File: src/design/kpt_pkg.sv
// ----------------------------------------------------------------------------
// kpt_pkg
// Shared constants, codes and types for the keyed priority task table.
// ----------------------------------------------------------------------------
`default_nettype none

package kpt_pkg;

  localparam int TABLE_DEPTH = 64;
  localparam int IDX_W       = $clog2(TABLE_DEPTH);

  localparam int OP_W     = 3;
  localparam int KEY_W    = 16;
  localparam int TIME_W   = 32;
  localparam int PRIO_W   = 16;
  localparam int STATUS_W = 2;

  // Stream payload widths, rounded up to whole bytes.
  localparam int IN_DATA_W  = 64;
  localparam int OUT_DATA_W = 72;

  // Request opcodes.
  localparam logic [OP_W-1:0] OP_UPSERT  = 3'd0;
  localparam logic [OP_W-1:0] OP_PEEK    = 3'd1;
  localparam logic [OP_W-1:0] OP_REMOVE  = 3'd2;
  localparam logic [OP_W-1:0] OP_UPDATE  = 3'd3;
  localparam logic [OP_W-1:0] OP_EXISTS  = 3'd4;
  localparam logic [OP_W-1:0] OP_DETAILS = 3'd5;
  localparam logic [OP_W-1:0] OP_CLEAR   = 3'd6;

  // Result status codes.
  localparam logic [STATUS_W-1:0] ST_OK        = 2'd0;
  localparam logic [STATUS_W-1:0] ST_NOT_FOUND = 2'd1;
  localparam logic [STATUS_W-1:0] ST_FULL      = 2'd2;
  localparam logic [STATUS_W-1:0] ST_EMPTY     = 2'd3;

  typedef struct packed {
    logic [KEY_W-1:0]         key;
    logic [TIME_W-1:0]        tm;
    logic signed [PRIO_W-1:0] prio;
  } kpt_entry_t;

  // Controller to datapath.
  typedef struct packed {
    logic start;   // capture the request, restart the sweep
    logic scan;    // issue one entry read and advance the sweep
    logic finish;  // commit the table update and load the result
  } kpt_cmd_t;

  // Datapath to controller.
  typedef struct packed {
    logic scan_last;  // the read now issued is the last entry
    logic out_free;   // output register can take a result this cycle
  } kpt_stat_t;

endpackage

`default_nettype wire

File: src/design/kpt_ctrl.sv
// ----------------------------------------------------------------------------
// kpt_ctrl
// Sequencer: accept a request, sweep the table, commit and hand off result.
// ----------------------------------------------------------------------------
`default_nettype none

module kpt_ctrl (
  input  wire logic              clk,
  input  wire logic              rst,
  input  wire logic              s_tvalid,
  output logic                   s_tready,
  input  wire kpt_pkg::kpt_stat_t stat,
  output kpt_pkg::kpt_cmd_t      cmd
);
  import kpt_pkg::*;

  localparam logic [1:0] S_IDLE   = 2'd0;
  localparam logic [1:0] S_SCAN   = 2'd1;
  localparam logic [1:0] S_DRAIN  = 2'd2;
  localparam logic [1:0] S_FINISH = 2'd3;

  logic [1:0] state;
  logic [1:0] state_next;

  always_comb begin
    state_next = state;
    cmd        = '0;
    s_tready   = 1'b0;
    case (state)
      S_IDLE: begin
        s_tready  = 1'b1;
        cmd.start = s_tvalid;
        if (s_tvalid) begin
          state_next = S_SCAN;
        end
      end
      S_SCAN: begin
        cmd.scan = 1'b1;
        if (stat.scan_last) begin
          state_next = S_DRAIN;
        end
      end
      S_DRAIN: begin
        // last read data is evaluated during this cycle
        state_next = S_FINISH;
      end
      S_FINISH: begin
        if (stat.out_free) begin
          cmd.finish = 1'b1;
          state_next = S_IDLE;
        end
      end
      default: begin
        state_next = S_IDLE;
      end
    endcase
  end

  always_ff @(posedge clk) begin
    if (rst) begin
      state <= S_IDLE;
    end else begin
      state <= state_next;
    end
  end

endmodule

`default_nettype wire

File: src/design/kpt_datapath.sv
// ----------------------------------------------------------------------------
// kpt_datapath
// Entry memory, valid bits, sweep evaluation and the output register.
// ----------------------------------------------------------------------------
`default_nettype none

module kpt_datapath (
  input  wire logic                            clk,
  input  wire logic                            rst,
  input  wire logic [kpt_pkg::IN_DATA_W-1:0]   s_tdata,
  input  wire logic [kpt_pkg::OP_W-1:0]        s_tuser,
  input  wire kpt_pkg::kpt_cmd_t               cmd,
  output kpt_pkg::kpt_stat_t                   stat,
  output logic                                 m_tvalid,
  input  wire logic                            m_tready,
  output logic [kpt_pkg::OUT_DATA_W-1:0]       m_tdata
);
  import kpt_pkg::*;

  // Request registers
  logic [OP_W-1:0]          op_q;
  logic [KEY_W-1:0]         id_q;
  logic [TIME_W-1:0]        tm_q;
  logic signed [PRIO_W-1:0] pr_q;

  // Table storage
  kpt_entry_t               mem [TABLE_DEPTH];
  logic [TABLE_DEPTH-1:0]   valid;

  // Sweep read stage
  logic [IDX_W-1:0]         scan_cnt;
  logic                     rd_vld_q;
  kpt_entry_t               rd_q;
  logic                     rd_used_q;
  logic [IDX_W-1:0]         rd_idx_q;

  // Sweep results
  logic                     found;
  logic [IDX_W-1:0]         found_slot;
  kpt_entry_t               found_ent;
  logic                     free_found;
  logic [IDX_W-1:0]         free_slot;
  logic                     best_found;
  kpt_entry_t               best_ent;
  logic                     rd_better;

  // Commit controls
  logic                     wr_en;
  logic [IDX_W-1:0]         wr_addr;
  logic                     set_valid;
  logic                     clr_valid;
  logic                     clr_all;

  // Result fields
  logic [STATUS_W-1:0]      res_status;
  logic                     res_exists;
  logic [KEY_W-1:0]         res_id;
  logic [TIME_W-1:0]        res_time;
  logic signed [PRIO_W-1:0] res_prio;

  always_ff @(posedge clk) begin
    if (cmd.start) begin
      op_q <= s_tuser;
      id_q <= s_tdata[15:0];
      tm_q <= s_tdata[47:16];
      pr_q <= s_tdata[63:48];
    end
  end

  always_ff @(posedge clk) begin
    if (rst) begin
      scan_cnt <= '0;
      rd_vld_q <= 1'b0;
    end else begin
      rd_vld_q <= cmd.scan;
      if (cmd.start) begin
        scan_cnt <= '0;
      end else if (cmd.scan) begin
        scan_cnt <= scan_cnt + 1'b1;
      end
    end
  end

  assign stat.scan_last = (scan_cnt == IDX_W'(TABLE_DEPTH - 1));
  assign stat.out_free  = !m_tvalid || m_tready;

  // Memory read port
  always_ff @(posedge clk) begin
    if (cmd.scan) begin
      rd_q      <= mem[scan_cnt];
      rd_used_q <= valid[scan_cnt];
      rd_idx_q  <= scan_cnt;
    end
  end

  // Memory write port
  always_ff @(posedge clk) begin
    if (wr_en) begin
      mem[wr_addr] <= '{key: id_q, tm: tm_q, prio: pr_q};
    end
  end

  // Rank: higher priority, then earlier time, then lower key.
  assign rd_better = (rd_q.prio > best_ent.prio) ||
                     ((rd_q.prio == best_ent.prio) &&
                      ((rd_q.tm < best_ent.tm) ||
                       ((rd_q.tm == best_ent.tm) && (rd_q.key < best_ent.key))));

  always_ff @(posedge clk) begin
    if (rst || cmd.start) begin
      found      <= 1'b0;
      free_found <= 1'b0;
      best_found <= 1'b0;
    end else if (rd_vld_q) begin
      if (rd_used_q && (rd_q.key == id_q)) begin
        found      <= 1'b1;
        found_slot <= rd_idx_q;
        found_ent  <= rd_q;
      end
      if (!rd_used_q && !free_found) begin
        free_found <= 1'b1;
        free_slot  <= rd_idx_q;
      end
      if (rd_used_q && (!best_found || rd_better)) begin
        best_found <= 1'b1;
        best_ent   <= rd_q;
      end
    end
  end

  always_comb begin
    wr_en      = 1'b0;
    wr_addr    = found_slot;
    set_valid  = 1'b0;
    clr_valid  = 1'b0;
    clr_all    = 1'b0;
    res_status = ST_OK;
    res_exists = 1'b0;
    res_id     = '0;
    res_time   = '0;
    res_prio   = '0;
    case (op_q)
      OP_UPSERT: begin
        res_id = id_q;
        if (found) begin
          wr_en = cmd.finish;
        end else if (free_found) begin
          wr_en     = cmd.finish;
          wr_addr   = free_slot;
          set_valid = 1'b1;
        end else begin
          res_status = ST_FULL;
        end
      end
      OP_PEEK: begin
        if (best_found) begin
          res_id   = best_ent.key;
          res_time = best_ent.tm;
          res_prio = best_ent.prio;
        end else begin
          res_status = ST_EMPTY;
        end
      end
      OP_REMOVE: begin
        res_id = id_q;
        if (found) begin
          clr_valid = 1'b1;
        end else begin
          res_status = ST_NOT_FOUND;
        end
      end
      OP_UPDATE: begin
        res_id = id_q;
        if (found) begin
          wr_en = cmd.finish;
        end else begin
          res_status = ST_NOT_FOUND;
        end
      end
      OP_EXISTS: begin
        res_id     = id_q;
        res_exists = found;
      end
      OP_DETAILS: begin
        res_id = id_q;
        if (found) begin
          res_time = found_ent.tm;
          res_prio = found_ent.prio;
        end else begin
          res_status = ST_NOT_FOUND;
        end
      end
      OP_CLEAR: begin
        clr_all = 1'b1;
      end
      default: begin
      end
    endcase
  end

  always_ff @(posedge clk) begin
    if (rst) begin
      valid <= '0;
    end else if (cmd.finish) begin
      if (clr_all) begin
        valid <= '0;
      end else begin
        if (set_valid) begin
          valid[wr_addr] <= 1'b1;
        end
        if (clr_valid) begin
          valid[found_slot] <= 1'b0;
        end
      end
    end
  end

  // Output register
  always_ff @(posedge clk) begin
    if (rst) begin
      m_tvalid <= 1'b0;
    end else if (cmd.finish) begin
      m_tvalid <= 1'b1;
    end else if (m_tready) begin
      m_tvalid <= 1'b0;
    end
  end

  always_ff @(posedge clk) begin
    if (cmd.finish) begin
      m_tdata <= {5'b0, res_prio, res_time, res_id, res_exists, res_status};
    end
  end

endmodule

`default_nettype wire

File: src/design/keyed_priority_task_table.sv
// ----------------------------------------------------------------------------
// keyed_priority_task_table
// Keyed task table with best-task lookup, driven by a request stream.
// ----------------------------------------------------------------------------
// Each request on the slave stream names one operation in s_tuser (upsert,
// peek best, remove, update existing, exists, details, clear) and gives one
// result item on the master stream. A request passes from acceptance to the
// next acceptance through an accept state, a sweep of the entry memory at
// one entry per cycle through its single registered read port, a state to
// drain that read stage and a state to commit the table change and load
// the result. The block takes one request at a time; a result waiting in
// the output register does not block acceptance of the next request, but
// that request's commit waits until the register is free. The best task is
// the one with the highest priority, then the earliest time, then the
// lowest id. Reset empties the table at once through per-entry valid bits.
// ----------------------------------------------------------------------------
`default_nettype none

module keyed_priority_task_table (
  input  wire logic                          clk,
  input  wire logic                          rst,
  // request stream
  input  wire logic                          s_tvalid,
  output logic                               s_tready,
  // [15:0] task_id, [47:16] new_time, [63:48] new_priority
  input  wire logic [kpt_pkg::IN_DATA_W-1:0] s_tdata,
  // [2:0] opcode
  input  wire logic [kpt_pkg::OP_W-1:0]      s_tuser,
  // result stream
  output logic                               m_tvalid,
  input  wire logic                          m_tready,
  // [1:0] status, [2] exists, [18:3] result_id, [50:19] result_time,
  // [66:51] result_priority, [71:67] zero
  output logic [kpt_pkg::OUT_DATA_W-1:0]     m_tdata
);
  import kpt_pkg::*;

  kpt_cmd_t  cmd;
  kpt_stat_t stat;

  // sequence each request: accept, sweep, drain, commit
  kpt_ctrl u_ctrl (
    .clk      (clk),
    .rst      (rst),
    .s_tvalid (s_tvalid),
    .s_tready (s_tready),
    .stat     (stat),
    .cmd      (cmd)
  );

  // hold the table, evaluate the sweep, drive the result register
  kpt_datapath u_datapath (
    .clk      (clk),
    .rst      (rst),
    .s_tdata  (s_tdata),
    .s_tuser  (s_tuser),
    .cmd      (cmd),
    .stat     (stat),
    .m_tvalid (m_tvalid),
    .m_tready (m_tready),
    .m_tdata  (m_tdata)
  );

endmodule

`default_nettype wire

File: config.mk
export PLATFORM = sky130hd
export DESIGN_NAME = keyed_priority_task_table
export DESIGN_NICKNAME = d
export VERILOG_FILES = /design/src/design/kpt_pkg.sv /design/src/design/kpt_ctrl.sv /design/src/design/kpt_datapath.sv /design/src/design/keyed_priority_task_table.sv
export SDC_FILE = /design/constraint.sdc
export NUM_CORES = 2
export LEC_CHECK = 0
export BUFFER_PORTS_ARGS = -buffer_cell sky130_fd_sc_hd__buf_2
export CAP_MARGIN = 25
export CORE_AREA = 2 2 514 567
export CTS_BUF_LIST = sky130_fd_sc_hd__clkbuf_2
export CTS_CLUSTER_DIAMETER = 50
export DETAILED_ROUTE_END_ITERATION = 6
export DIE_AREA = 0 0 516 569
export PLACE_DENSITY = 0.73
export SLEW_MARGIN = 20
export SYNTH_ARGS = -nofsm -noshare
export SYNTH_HDL_FRONTEND = slang
export SYNTH_SLANG_ARGS = --single-unit
File: constraint.sdc
create_clock -name clk -period 9.3 [get_ports clk]
set_input_delay 0.93 -clock clk [delete_from_list [all_inputs] [get_ports clk]]
set_output_delay 0.93 -clock clk [all_outputs]
set_load 0.02 [all_outputs]
==> results.md <==
* Final Cell Area at between 0.15 and 0.2 mm^2
* Setup crit end kind: flop
* PwrDens at 229 mW/mm^2
* Max Slew Vio Count at 0
* R2r worst-path depth at 7
* Vias in the first global route at between 80,000 and 90,000
* WHS Path Cells at 7
* Clk root buf: clkbuf_2
* Max Root-Sink Buffers at 5
* Core ar. at 0.288 mm^2
* Mapped cell area at 0.172 mm^2
* DIE AREA at 0.294 mm^2
* Maximum VDD drop at 0.267 mV
* Iter 0 DRT Violations at 13,300
* Commonest non-fill, non-tap cell in the layout: edfxtp_1
* Fillers at 18,600
* Arrival @ worst endpoint at 7270 ps
* Routed Antenna Nets at 0
* DRT Pass-1 Iters at 7
* Drc violations at 1
* Maxcap violations at 0
* Sw power at 12.2 mW
* Final setup TNS at 0 ps
* Clock Pin Slew Worst Setup and Hold Paths at roughly 110 ps
* CP max stage delay at 1010 ps
* WL/cell at 35.2 um
* Skew final at 231 ps
* Ys async rst share at 0%
* First-pass GRT wire length at 651,000 um
* Nets at about 9,000
* Die W at 516 um
* TritonCTS Buffers at about 1,100
* Overall Power at 43.5 mW
* Internal at 31.3 mW
* Io pins at about 150
* P_leak at around 60 nW
* # setup viols final at 0
* Initial antenna violation count at 28
* Mean Syn Cell Area at 23.7 um^2
* Combinational power share at between 10% and 20%
* Remaining Overflow, GRT at 0
* I/O Buffers at about 140
* Crit Path Category: flop to flop
* Row count at 207
* Area growth syn-to-layout at 10.7%
* CTS tree: yes
* Commonest cells after routing, fill and taps aside: edfxtp_1, clkbuf_2, mux4_2
* Die outline height at ~570 um
* Gr usage total at 32.3%
* Failing checks: DRC
* F_max at 0.178 GHz
* Total length of routed wires at 465,000 um
* Worst path cell trace: nor2_1 > nand3_2 > mux2i_1 > nor4_1 > nand2_1 > nor2_4 > buf_4
* Post-Synthesis Cells at a little over 7,000
* Routed vias at ~88,000
* H-tree depth at 7
* Share of layout cells above drive strength 1 at 37.0%
* Synth Flop Type: edfxtp_1
* Worst setup margin at 3690 ps
* Flop pwr share at 54.9%
* Flops & latches, synth at 4,502
* Number of synthesized flops with an enable pin at 4,425
* Clk pwr share at 28.7%
* RD Place Congestion at around 0.9
* Seq/Total Area, Yosys at 78.3%
* Post-DP HPWL at 259,000 um
* Switching share of power at 28.0%
* Post-Place Cell Area at roughly 0.18 mm^2
* Worst-margin pin slew at 1210 ps
* Largest net degree at the start of global routing at 123
* Worst-skew pair later-pin latency at about 2300 ps
* CP max stage cell: nor2_4
* Final hold vios at 0
* Min Tclk post-route at roughly 5600 ps
* Vias per Instance at about 6.7
* Final period utilization at 60.3%
* Resized cells post-CTS at 0
* RSZ-0062 raised after global routing: false
* Clk sinks at roughly 4,500
* Outcome: finished, violations left
* Hold_ws at around 300 ps
* WP data required at 10,960 ps
* Critical-path maximum fanout at 41
* Place WS at 3620 ps
* Critical Path Start Type: flop
* Ys Warns at 0
* Relative slew margins at 18.7%
* Initial Util at 59.6%
* Cell variety after synth at 57
* Worst Hold Class: input port to flop
[timing repair]
item                                   CTS  global route
setup buffers                            0             0
hold buffers                           210             0
endpoints found under the hold margin  217             0
[stage by stage]
step / cells / utilization [%]
finish: 13200 / 66.0
global route: 13200 / 66.0
CTS: 13200 / 65.9
detailed placement: 11100 / 62.0
global placement: 11100 / 61.9
floorplan: 7239 / -
[power groups by stage]
| stage | Combinational [mW] | Sequential, mW | Clock (mW) |
|---|---|---|---|
| 6_report | 7.11 | 23.9 | 12.5 |
| 5_1_grt | 7.46 | 23.9 | 13.7 |
| 4_1_cts | 7.14 | 23.9 | 12.7 |
| 3_5_place_dp | 7.06 | 24.3 | 0 |
| 3_3_place_gp | 6.88 | 24.3 | 0 |
| 2_1_floorplan | 4.05 | 24.8 | 0 |
[state kept, by name, indices dropped and copies added, names as in the netlist, 2 cells and up]
| signal | cells |
|---|---|
| u_ctrl.state | 2 |
| u_datapath.best_ent | 64 |
| u_datapath.found_ent | 48 |
| u_datapath.found_slot | 6 |
| u_datapath.free_slot | 6 |
| u_datapath.id_q | 16 |
| u_datapath.m_tdata | 67 |
| u_datapath.mem | 4096 |
| u_datapath.op_q | 3 |
| u_datapath.pr_q | 16 |
| u_datapath.rd_idx_q | 6 |
| u_datapath.rd_q | 64 |
| u_datapath.scan_cnt | 6 |
| u_datapath.tm_q | 32 |
| u_datapath.valid | 64 |
[synthesized netlist by cell type, types with 4 or more instances]
cell | instances | area, um^2
a22oi_1 | 126 | 946
nor2_1 | 146 | 548
dfxtp_1 | 77 | 1540
and2_1 | 7 | 43.8
clkbuf_1 | 206 | 773
nand3_1 | 25 | 125
nor3_1 | 12 | 60.1
a22o_1 | 38 | 333
o211ai_1 | 4 | 30.0
o21ai_0 | 75 | 375
a221o_1 | 4 | 40.0
nor4_1 | 8 | 50.1
nand2b_1 | 20 | 125
buf_4 | 40 | 300
a21o_1 | 10 | 75.1
edfxtp_1 | 4425 | 133000
a21oi_1 | 155 | 776
buf_1 | 22 | 82.6
nor2b_1 | 19 | 119
and3_1 | 5 | 31.3
a211oi_1 | 15 | 113
and4_1 | 6 | 52.6
a31oi_1 | 5 | 31.3
buf_6 | 19 | 214
nand3b_1 | 6 | 45.0
xor2_1 | 19 | 166
o22ai_1 | 24 | 150
ha_1 | 68 | 851
nand2_1 | 134 | 503
buf_2 | 97 | 485
nand4_1 | 10 | 62.6
mux2i_1 | 13 | 130
inv_1 | 70 | 263
mux4_2 | 1292 | 29100
[area by class of cell]
class                           instances  area (um^2)  area share (%)
Antenna cell                           26         65.1          0.0342
Multi-Input combinational cell       2283        35800            18.8
Clock inverter                        254         1380           0.725
Inverter                               70          265           0.140
Tap cell                             3866         4840            2.54
Timing Repair Buffer                  637         5460            2.87
Clock buffer                         1569         7850            4.13
Sequential cell                      4502       134000            70.7
[worst max-delay path, delay by kind of cell (launching register included)]
family | cells | cell delay (ps)
simple gates | 5 | 3320
buf+inv | 1 | 840
flops | 1 | 530
mux | 1 | 230
[logic make-up (layout without fill, tap and decap cells)]
family	after synthesis	after routing	share of synthesized area, %
AOI/OAI and AO/OA	468	468	1.73
xor gates and xnor gates	20	20	0.102
adders and majority gates	68	68	0.495
buffers and inverters	454	2530	1.23
DFF	4502	4502	78.3
muxes	1309	1309	17.0
other	1	31	0.00218
and+or+nand+nor	413	413	1.10
[metal layers]
metal | track usage, % | vias to the layer above | share of wire (%)
met1 | 43.1 | 45900 | 35
met2 | 50.4 | 6692 | 49
met4 | 14.4 | 20 | 4.2
met3 | 9.38 | 950 | 12
li1 | - | 34500 | -
met5 | 0 | - | 0.029
[path summary, 6_finish.rpt]
check                                              startpoint                                 to  slack (ps)
worst min-delay path                                 m_tready  u_datapath.valid[16]$_SDFFE_PP0P_         300
worst min register to register  u_datapath.rd_q[40]$_DFFE_PP_  u_datapath.best_ent[40]$_DFFE_PP_         420
worst max register to register   u_datapath.op_q[1]$_DFFE_PP_   u_datapath.mem[27][18]$_DFFE_PP_        3690
worst max-delay path             u_datapath.op_q[1]$_DFFE_PP_   u_datapath.mem[27][18]$_DFFE_PP_        3690
Power figures use the tool's default switching activity.
